<file path="src/cmbc_pkg.sv">
`timescale 1ns / 1ps
// Shared types, constants and helpers for the majority-vote consensus base caller.
// No dependencies.
package cmbc_pkg;

   localparam int NUM_SYMBOLS  = 6;
   localparam int MAX_COVERAGE = 65535;
   localparam int SYM_SLOTS    = 6;
   localparam int CNT_W        = 16;
   localparam int QSUM_W       = 24;
   localparam int SYM_IDX_W    = $clog2(NUM_SYMBOLS);

   localparam logic [CNT_W-1:0]     CNT_MAX  = CNT_W'(MAX_COVERAGE);
   localparam logic [QSUM_W-1:0]    QSUM_MAX = {QSUM_W{1'b1}};
   localparam logic [SYM_IDX_W-1:0] SYM_LAST = SYM_IDX_W'(NUM_SYMBOLS - 1);
   localparam logic [SYM_IDX_W-1:0] SYM_GAP  = '0;
   localparam logic [SYM_IDX_W-1:0] SYM_A    = SYM_IDX_W'(1);

   localparam logic [7:0] CHAR_GAP   = 8'h2D;
   localparam logic [7:0] CHAR_UPPER = 8'h41;
   localparam logic [7:0] CHAR_LOWER = 8'h61;

   typedef logic [CNT_W-1:0]     cnt_type;
   typedef logic [QSUM_W-1:0]    qsum_type;
   typedef logic [SYM_IDX_W-1:0] sym_idx_type;

   typedef struct packed {
      logic        accum;
      logic        load;
      logic        step;
      logic        finish;
      sym_idx_type idx;
   } dp_cmd_type;

   // Symbol order: gap, A, C, G, T, N
   function automatic logic [7:0] sym_char(input sym_idx_type idx);
      logic [7:0] c;
      case (idx)
         3'd0:    c = CHAR_GAP;
         3'd1:    c = 8'h41;
         3'd2:    c = 8'h43;
         3'd3:    c = 8'h47;
         3'd4:    c = 8'h54;
         3'd5:    c = 8'h4E;
         default: c = CHAR_GAP;
      endcase
      return c;
   endfunction

   // a beats b: higher count, or no lower count and strictly higher quality sum
   function automatic logic beats(input cnt_type ca, input qsum_type qa,
                                  input cnt_type cb, input qsum_type qb);
      return (ca > cb) || ((ca >= cb) && (qa > qb));
   endfunction

endpackage

</file>
<file path="src/cmbc_ctrl.sv">
`timescale 1ns / 1ps
// Sequencer of the consensus caller: accepts bases, then walks the symbol scan.
// Depends on cmbc_pkg.
module cmbc_ctrl (
   input  logic                clock,
   input  logic                reset,
   input  logic                start,
   input  logic                column_end,
   output logic                busy,
   output cmbc_pkg::dp_cmd_type cmd
);
   import cmbc_pkg::*;

   typedef enum logic [1:0] {
      ST_IDLE,
      ST_INIT,
      ST_SCAN,
      ST_FINISH
   } state_type;

   state_type   state_ff;
   logic        busy_ff;
   sym_idx_type idx_ff;
   logic        accept;

   assign accept = start && !busy_ff;
   assign busy   = busy_ff;

   always_comb begin
      cmd.accum  = accept;
      cmd.load   = (state_ff == ST_INIT);
      cmd.step   = (state_ff == ST_SCAN);
      cmd.finish = (state_ff == ST_FINISH);
      cmd.idx    = idx_ff;
   end

   always_ff @(posedge clock) begin
      if (reset) begin
         state_ff <= ST_IDLE;
         busy_ff  <= 1'b0;
         idx_ff   <= SYM_A;
      end else begin
         case (state_ff)
            ST_IDLE: begin
               if (accept && column_end) begin
                  state_ff <= ST_INIT;
                  busy_ff  <= 1'b1;
               end
            end
            ST_INIT: begin
               state_ff <= ST_SCAN;
               idx_ff   <= SYM_A;
            end
            ST_SCAN: begin
               if (idx_ff == SYM_LAST) begin
                  state_ff <= ST_FINISH;
               end else begin
                  idx_ff <= idx_ff + SYM_IDX_W'(1);
               end
            end
            ST_FINISH: begin
               state_ff <= ST_IDLE;
               busy_ff  <= 1'b0;
            end
            default: begin
               state_ff <= ST_IDLE;
               busy_ff  <= 1'b0;
            end
         endcase
      end
   end

endmodule

</file>
<file path="src/cmbc_datapath.sv">
`timescale 1ns / 1ps
// Per-symbol count and quality accumulators, best/second candidate registers
// and the result register. Depends on cmbc_pkg.
module cmbc_datapath (
   input  logic                 clock,
   input  logic                 reset,
   input  cmbc_pkg::dp_cmd_type cmd,
   input  logic [7:0]           base_char,
   input  logic [7:0]           base_quality,
   output logic                 rsp_valid,
   output logic [7:0]           rsp_called_char,
   output logic                 rsp_bad_base_seen
);
   import cmbc_pkg::*;

   cnt_type     cnt_ff  [NUM_SYMBOLS];
   qsum_type    qsum_ff [NUM_SYMBOLS];
   logic        bad_ff;
   logic [NUM_SYMBOLS-1:0] hit;

   sym_idx_type best_idx_ff, next_idx_ff;
   cnt_type     best_cnt_ff, next_cnt_ff;
   qsum_type    best_q_ff, next_q_ff;

   logic        rsp_valid_ff;
   logic [7:0]  rsp_char_ff;
   logic        rsp_bad_ff;

   cnt_type     cur_cnt;
   qsum_type    cur_q;
   logic        beat_best, beat_next;
   logic [7:0]  call_in;

   always_comb begin
      for (int j = 0; j < NUM_SYMBOLS; j++) begin
         hit[j] = (base_char == sym_char(SYM_IDX_W'(j)));
      end
   end

   assign cur_cnt   = cnt_ff[cmd.idx];
   assign cur_q     = qsum_ff[cmd.idx];
   assign beat_best = beats(cur_cnt, cur_q, best_cnt_ff, best_q_ff);
   assign beat_next = beats(cur_cnt, cur_q, next_cnt_ff, next_q_ff);

   always_comb begin
      if (best_idx_ff == SYM_GAP) begin
         call_in = sym_char(next_idx_ff) - CHAR_UPPER + CHAR_LOWER;
      end else begin
         call_in = sym_char(best_idx_ff);
      end
   end

   // accumulator lanes
   always_ff @(posedge clock) begin
      if (reset || cmd.finish) begin
         for (int j = 0; j < NUM_SYMBOLS; j++) begin
            cnt_ff[j]  <= '0;
            qsum_ff[j] <= '0;
         end
         bad_ff <= 1'b0;
      end else if (cmd.accum) begin
         for (int j = 0; j < NUM_SYMBOLS; j++) begin
            if (hit[j]) begin
               logic [QSUM_W:0] sum;
               sum = {1'b0, qsum_ff[j]} + (QSUM_W + 1)'(base_quality);
               if (cnt_ff[j] < CNT_MAX) begin
                  cnt_ff[j] <= cnt_ff[j] + CNT_W'(1);
               end
               qsum_ff[j] <= sum[QSUM_W] ? QSUM_MAX : sum[QSUM_W-1:0];
            end
         end
         if (hit == '0) begin
            bad_ff <= 1'b1;
         end
      end
   end

   // selection candidates
   always_ff @(posedge clock) begin
      if (cmd.load) begin
         best_idx_ff <= SYM_GAP;
         best_cnt_ff <= cnt_ff[0];
         best_q_ff   <= qsum_ff[0];
         next_idx_ff <= SYM_A;
         next_cnt_ff <= cnt_ff[1];
         next_q_ff   <= qsum_ff[1];
      end else if (cmd.step) begin
         if (beat_best) begin
            next_idx_ff <= best_idx_ff;
            next_cnt_ff <= best_cnt_ff;
            next_q_ff   <= best_q_ff;
            best_idx_ff <= cmd.idx;
            best_cnt_ff <= cur_cnt;
            best_q_ff   <= cur_q;
         end else if (beat_next) begin
            next_idx_ff <= cmd.idx;
            next_cnt_ff <= cur_cnt;
            next_q_ff   <= cur_q;
         end
      end
   end

   always_ff @(posedge clock) begin
      if (reset) begin
         rsp_valid_ff <= 1'b0;
      end else begin
         rsp_valid_ff <= cmd.finish;
      end
   end

   always_ff @(posedge clock) begin
      if (cmd.finish) begin
         rsp_char_ff <= call_in;
         rsp_bad_ff  <= bad_ff;
      end
   end

   assign rsp_valid         = rsp_valid_ff;
   assign rsp_called_char   = rsp_char_ff;
   assign rsp_bad_base_seen = rsp_bad_ff;

endmodule

</file>
<file path="src/consensus_majority_base_call.sv">
`timescale 1ns / 1ps
// Top level of the majority-vote consensus base caller.
// Depends on cmbc_pkg, cmbc_ctrl and cmbc_datapath.
//
// Usage:
//   Bases of one alignment column are presented on req_base_char,
//   req_base_quality and req_column_end. A base transfers at a rising edge
//   where start is high and busy is low. Bases that do not close a column
//   leave busy low, so the next base may follow at once.
//   The base with req_column_end high closes the column: busy rises and
//   stays high through one load step, NUM_SYMBOLS - 1 scan steps over
//   the symbol lanes through a single comparator pair and one finish step.
//   The call appears on rsp_called_char and rsp_bad_base_seen for exactly
//   one cycle with rsp_valid high, in the cycle busy falls; a new base may
//   transfer in that same cycle. The receiver cannot stall the result.
//   Reset clears all counts, quality sums, the bad-base flag and the
//   sequencer; no result is pending after reset.
module consensus_majority_base_call (
   input  logic       clock,
   input  logic       reset,
   input  logic       start,
   output logic       busy,
   input  logic [7:0] req_base_char,
   input  logic [7:0] req_base_quality,
   input  logic       req_column_end,
   output logic       rsp_valid,
   output logic [7:0] rsp_called_char,
   output logic       rsp_bad_base_seen
);
   import cmbc_pkg::*;

   dp_cmd_type cmd;

   cmbc_ctrl u_ctrl (
      .clock      (clock),
      .reset      (reset),
      .start      (start),
      .column_end (req_column_end),
      .busy       (busy),
      .cmd        (cmd)
   );

   cmbc_datapath u_datapath (
      .clock             (clock),
      .reset             (reset),
      .cmd               (cmd),
      .base_char         (req_base_char),
      .base_quality      (req_base_quality),
      .rsp_valid         (rsp_valid),
      .rsp_called_char   (rsp_called_char),
      .rsp_bad_base_seen (rsp_bad_base_seen)
   );

   a_close_sets_busy: assert property (@(posedge clock) disable iff (reset)
      (start && !busy && req_column_end) |=> busy)
      else $error("column close did not raise busy");

   a_rsp_after_busy: assert property (@(posedge clock) disable iff (reset)
      rsp_valid |-> ($past(busy) && !busy))
      else $error("result outside the end of a busy period");

   a_rsp_single: assert property (@(posedge clock) disable iff (reset)
      rsp_valid |=> !rsp_valid)
      else $error("result strobe longer than one cycle");

   a_no_accum_busy: assert property (@(posedge clock) disable iff (reset)
      busy |-> !cmd.accum)
      else $error("accumulate while busy");

endmodule

</file>
<file path="config.mk">
export PLATFORM = sky130hd
export DESIGN_NAME = consensus_majority_base_call
export DESIGN_NICKNAME = d
export VERILOG_FILES = /design/src/cmbc_pkg.sv /design/src/cmbc_ctrl.sv /design/src/cmbc_datapath.sv /design/src/consensus_majority_base_call.sv
export SDC_FILE = /design/constraint.sdc
export NUM_CORES = 1
export LEC_CHECK = 0
export ABC_AREA = 1
export BUFFER_PORTS_ARGS = -buffer_cell sky130_fd_sc_hd__buf_2
export CORE_MARGIN = 3
export CORE_UTILIZATION = 30
export CTS_CLUSTER_SIZE = 30
export DETAILED_ROUTE_END_ITERATION = 8
export PLACE_DENSITY_LB_ADDON = 0.12
export SETUP_SLACK_MARGIN = 0.05
export SLEW_MARGIN = 20
export SYNTH_ARGS = -nofsm -noshare
export SYNTH_HDL_FRONTEND = slang
export SYNTH_HIERARCHICAL = 1
export SYNTH_SLANG_ARGS = --single-unit
export TNS_END_PERCENT = 10
</file>
<file path="constraint.sdc">
create_clock -name clock -period 10 [get_ports clock]
set_clock_uncertainty 0.05 [all_clocks]
set_input_delay 2 -clock clock [delete_from_list [all_inputs] [get_ports clock]]
set_output_delay 2 -clock clock [all_outputs]
set_load 0.02 [all_outputs]
</file>
; ---- Word-level counts from Yosys, hierarchy flattened
; Memories as Yosys holds them, arrays and structs flattened. A register that Yosys moved wholly into a read port is not among the register bits.
; Index checks and enable logic that the tools add are counted.
[totals]
in_bits = 20
mem_count = 2
ff_bits = 103
ramBits = 240
word_cells = 206
[op_classes]
n_eq_ne = 23
add_sub_neg = 15
n_bitwise = 12
n_mux = 105
magnitude_cmp = 12
reduce_logical = 24
[memory_table]
columns = memory, words, word_bits, rd, rd_ports_with_merged_regs, wr, line_no
row1 = u_datapath.qsum_ff, 6, 24, 7, 1, 6, cmbc_datapath.sv:17  ; qsum_type qsum_ff [NUM_SYMBOLS];
row2 = u_datapath.cnt_ff, 6, 16, 7, 1, 6, cmbc_datapath.sv:16  ; cnt_type cnt_ff [NUM_SYMBOLS];
[op_table]
columns = cell, n
row1 = 24-bit 2-to-1 mux, 19
row2 = 16-bit 2-to-1 mux, 13
row3 = 24-bit by 8-bit adder with 25-bit output, 6
row4 = 16-bit by 1-bit adder with 16-bit output (second input constant), 6
row5 = 16-bit < comparator (second input constant), 6
row6 = 7-bit case mux with 5 select lines, 2
row7 = 1-bit 2-to-1 mux, 57
row8 = 24-bit greater-than comparator, 2
row9 = 8-bit by 7-bit == test with 1-bit output (second input constant), 5
row10 = 16-bit greater-or-equal comparator, 2
row11 = 16-bit greater-than comparator, 2
row12 = 3-bit 2-to-1 mux, 7
row13 = 8-bit 2-to-1 mux, 2
row14 = 2-bit AND reduction, 8
row15 = 3-bit == test (second input constant), 5
row16 = 3-bit by 2-bit == test with 1-bit output (second input constant), 4
row17 = 1-bit bitwise OR, 12
row18 = 8-bit by 7-bit adder with 8-bit output (second input constant), 1
row19 = 8-bit by 6-bit == test with 1-bit output (second input constant), 1
row20 = 2-bit case mux with 4 select lines, 1
row21 = 2-bit nonzero test, 4
row22 = 8-bit by 7-bit subtractor with 8-bit output (second input constant), 1
row23 = 3-bit by 1-bit == test with 1-bit output (second input constant), 2
row24 = 6-bit logical NOT, 1
row25 = 14 further kinds, 22

; ---- Longest topological paths before layout
; An unclocked memory read counts as a cell.
[depth]
word_depth = 8
depth_mapped = 25
depth_no_buf = 22

; ---- Hierarchy
; The synthesis kept the hierarchy.
[by_module_without_submodules]
columns = mod, seq_area_each_um2, n_inst, area_each_um2, cells_per_inst
row1 = cmbc_datapath, 10009.6, 1, 24148.2, 3069
row2 = cmbc_ctrl, 120.1, 1, 371.6, 51

; ---- Least setup slack after synthesis
; OpenSTA, ideal clock, no wires.
[synth_timing]
path_kind = input port to flip-flop
from = input port req_base_char[7]
to = memory u_datapath/cnt_ff[3][0] (netlist name) (enable)
path_stages = 7
setup_ns = 0.411
arrival_time_ns = 3.795
n_path_buf = 0
t_required_ns = 9.539
path_slack_ns = 5.744
path_cell_list = inv_1 -> nand2_1 -> nor3_2 -> nand3_1 -> nor2_2 -> nand2_2 -> o21ai_0
[synth_lines]
columns = element, line_no
row1 = start: declaration, consensus_majority_base_call.sv:23  ; input logic [7:0] req_base_char,
row2 = end: declaration, cmbc_datapath.sv:16

==> results.json <==
{
  "run_status": "finished clean",
  "synth_top_area_share_pct": 40.2,
  "finalSetupViolCount": 0,
  "detailed_place_hpwl_um": 59600,
  "dpl.cell_count": 4129,
  "timing.critical_path.to_type": "flip-flop",
  "cts.hold.buffers_added": 0,
  "grt_antenna_before_repair": 2,
  "die_area_sq_mm": 0.0852,
  "synth.yosys.warnings": 6,
  "via_count_of_the_first_global_routing_pass": 20400,
  "drcViolationCount": 0,
  "max-clock-path-buffers": 3,
  "cts-htree-levels": 2,
  "criticalPathCategory": "reg -> reg",
  "syn-cell-area_sq_mm": 0.0245,
  "fmaxAchievable_mhz": 167,
  "cts_setup_buffers": 0,
  "worst-endpoint-arrival_ns": 6.30,
  "setup_tns_ns": 0,
  "share_of_flip_flops_with_an_asynchronous_set_or_reset_after_synthesis_pct": 0,
  "synth-compound-area-share_pct": 13.8,
  "cts_tree": "done",
  "final_layout_size_suffix_gt1_share_pct": 6.95,
  "peakVddDrop_mv": 0.138,
  "ioPinCount": 31,
  "critical_path_required_ns": 10.31,
  "synth.yosys.seq_area_share_pct": 41.3,
  "syn-num-nets": 3286,
  "cpMaxStageDelayCell": "sky130_fd_sc_hd__buf_4",
  "main_combinational_cell_family_by_area_after_synthesis": "simple AND/OR/NAND/NOR gates",
  "synthMuxAreaShare_pct": 0,
  "postSynthAreaPerCell_sq_um": 7.86,
  "synth-seq-cells": 342,
  "synth-main-ff-cell": "sky130_fd_sc_hd__edfxtp_1",
  "worst_slack_ns": 4.01,
  "layout.cells.most_common_list": "sky130_fd_sc_hd__nand2_1, sky130_fd_sc_hd__inv_1, sky130_fd_sc_hd__edfxtp_1",
  "biggest_area_contributors_in_the_synthesized_netlist": "sky130_fd_sc_hd__edfxtp_1, sky130_fd_sc_hd__nand2_1, sky130_fd_sc_hd__ha_1",
  "cts.repair.resized": 0,
  "floorplan.core_area_sq_mm": 0.0808,
  "cpLargestDelayFamily": "buffers and inverters",
  "yosys.area_share.adder_pct": 7.63,
  "routabilityCongestion": 0.845,
  "cts_inserted_buffers": 46,
  "synthesis.instances": 3120,
  "fraction_of_synthesized_cell_area_in_xor_and_xnor_cells_pct": 3.57,
  "preCtsSetupSlack_ns": 4.04,
  "worstPathBufferInverterCount": 5,
  "worstPathCellList": "inv_4, buf_4, a21oi_1, o21ai_0, o211ai_1, nand2_1, inv_1, ha_1, nand2_1, nor2_1, nand4_1, nor2_1, nand2_1, nand3_1, nand2_1, nand2_2, buf_4, inv_2, nand2_1, nand3_1, o21ai_0",
  "layoutNonFillerInstCount": 4210,
  "avgRoutedWirePerCell_um": 19.1,
  "dieWidth_um": 292,
  "hold_path.class": "reg -> reg",
  "final_antenna_net_count": 0,
  "path_clk_slew_ns": 0.06,
  "max_cap_viol_count": 0,
  "slew_limit_headroom_pct": 33.9,
  "worstSkewPairLatency_ns": 0.59,
  "grt_util_overall_pct": 18.6,
  "grt_start_max_net_pins": 95,
  "hold_ws_ns": 0.468,
  "port_buffers": 29,
  "via_count": 21300,
  "worst_max_slew_pin_slew_ns": 0.991,
  "routed_wl_um": 80300,
  "fin_max_slew_vios": 0,
  "start_util_pct": 30.3,
  "grt_pass1_wl_um": 124000,
  "total_power_mw": 6.44,
  "rsz0062_at_grt": "false",
  "synth_cell_type_count": 60,
  "overflow": 0,
  "synthToLayoutAreaGrowth_pct": 10.4,
  "most_common_library_cell_in_the_layout_ignoring_fill_and_taps": "sky130_fd_sc_hd__nand2_1",
  "critical_path.max_fanout": 94,
  "worst_setup_path_start_kind": "flip-flop",
  "cp_common_cell": "sky130_fd_sc_hd__nand2_1",
  "finish.instance_area_sq_mm": 0.0271,
  "detailedRoute.firstPassIterationCount": 5,
  "cell_accounting_for_the_most_synthesized_area": "sky130_fd_sc_hd__edfxtp_1",
  "nets_final": 3283,
  "synth_area_in_simple_gates_pct": 24.4,
  "period_needed_ns": 5.99,
  "total_leakage_power_nw": 11.8,
  "hold_viol": 0,
  "drt_iter0_markers": 1696,
  "cts_sinks": 342,
  "viasPerCell": 5.06,
  "die-height_um": 292,
  "cellPowerDensity_mw_per_mm2": 238,
  "dpl_cell_area_sq_mm": 0.0256,
  "final_core_util_pct": 33.5,
  "diodes": 0,
  "clock-root-buffer": "sky130_fd_sc_hd__clkbuf_16",
  "rows": 104,
  "synth_enable_flop_cells": 328,
  "slowest_delay_ns": 0.86,
  "layout_worst_path_cycle_share_pct": 59.9
}
## flip-flops by register name, summed over array words and instances, names as in the netlist, 2 cells and up
name / count
u_datapath/next_cnt_ff: 16
u_datapath/cnt_ff: 96
u_ctrl/state_ff: 2
u_datapath/next_idx_ff: 3
u_datapath/qsum_ff: 144
u_datapath/best_idx_ff: 3
u_datapath/best_q_ff: 24
u_datapath/best_cnt_ff: 16
u_datapath/next_q_ff: 24
u_datapath/rsp_called_char: 7
u_ctrl/idx_ff: 3
## final timing paths
kind / startpoint / endpoint / cells past startpoint / slack [ns]
max reg2reg: u_ctrl/idx_ff[0]$_SDFFE_PP1P_ / u_datapath/next_cnt_ff[15]$_DFFE_PP_ / 21 / 4.01
min reg2reg: u_datapath/next_idx_ff[0]$_SDFFE_PP1P_ / u_datapath/next_idx_ff[0]$_SDFFE_PP1P_ / 2 / 0.47
max: u_ctrl/idx_ff[0]$_SDFFE_PP1P_ / u_datapath/next_cnt_ff[15]$_DFFE_PP_ / 21 / 4.01
min: u_datapath/next_idx_ff[0]$_SDFFE_PP1P_ / u_datapath/next_idx_ff[0]$_SDFFE_PP1P_ / 2 / 0.47
## cells by family after synthesis
group | Yosys count
compound gates | 606
xor+xnor | 100
fa+ha+maj | 146
buf+inv | 566
flops | 342
other cells | 1
simple gates | 1359
## worst min-delay path, delay by kind of cell, from the launching register on
kind	cells	cell delay [ns]
simple gates	2	0.15
flops	1	0.31
## per-layer routing
| metal | vias to the layer above | share of wire, % | global-route usage (%) |
|---|---|---|---|
| met1 | 10300 | 51 | 27.9 |
| met3 | 75 | 4.2 | 1.99 |
| li1 | 10500 | - | - |
| met5 | - | 0 | 0 |
| met4 | 0 | 1.7 | 3.69 |
| met2 | 493 | 43 | 28.9 |
## final cells by class
cell class	instances	area, sq um
Inverter	467	1760
Clock inverter	24	218
Multi-Input combinational cell	2212	12100
Sequential cell	342	10100
Fill cell	8472	53700
Timing Repair Buffer	48	288
Clock buffer	57	1210
Tap cell	1060	1330
## cells in the mapped netlist (4+ instances only)
library cell and count:
sky130_fd_sc_hd__a211oi_1 10, sky130_fd_sc_hd__fa_1 6, sky130_fd_sc_hd__xor2_1 68, sky130_fd_sc_hd__o211ai_1 17
sky130_fd_sc_hd__a21boi_0 7, sky130_fd_sc_hd__o21a_1 6, sky130_fd_sc_hd__nand4_1 39, sky130_fd_sc_hd__nor2_4 8
sky130_fd_sc_hd__nor2_1 294, sky130_fd_sc_hd__nand3_1 176, sky130_fd_sc_hd__o21ai_2 10, sky130_fd_sc_hd__edfxtp_1 328
sky130_fd_sc_hd__o21ai_1 14, sky130_fd_sc_hd__nand3b_1 7, sky130_fd_sc_hd__o21ai_0 224, sky130_fd_sc_hd__buf_6 7
sky130_fd_sc_hd__o31ai_1 12, sky130_fd_sc_hd__nand2_1 671, sky130_fd_sc_hd__nor2_2 22, sky130_fd_sc_hd__o21bai_1 4
sky130_fd_sc_hd__nand2_2 12, sky130_fd_sc_hd__nor3_1 72, sky130_fd_sc_hd__inv_1 450, sky130_fd_sc_hd__buf_4 12
sky130_fd_sc_hd__clkbuf_1 49, sky130_fd_sc_hd__nand3_2 7, sky130_fd_sc_hd__xnor2_1 32, sky130_fd_sc_hd__nor4_1 6
sky130_fd_sc_hd__o221ai_1 10, sky130_fd_sc_hd__a21oi_1 231, sky130_fd_sc_hd__dfxtp_1 14, sky130_fd_sc_hd__nor3b_1 10
sky130_fd_sc_hd__nor3_2 7, sky130_fd_sc_hd__a31oi_1 44, sky130_fd_sc_hd__a21o_1 8, sky130_fd_sc_hd__inv_2 14
sky130_fd_sc_hd__buf_2 27, sky130_fd_sc_hd__or2_2 9, sky130_fd_sc_hd__ha_1 140
## where the power goes
part           switching (mW)  leakage, nW  total (mW)  internal (mW)
registers               0.195         3.43        2.22           2.03
logic                    1.80         7.67        2.60          0.799
clock network           0.669        0.697        1.63          0.958
Note: power is estimated with default switching activity, not from simulation.
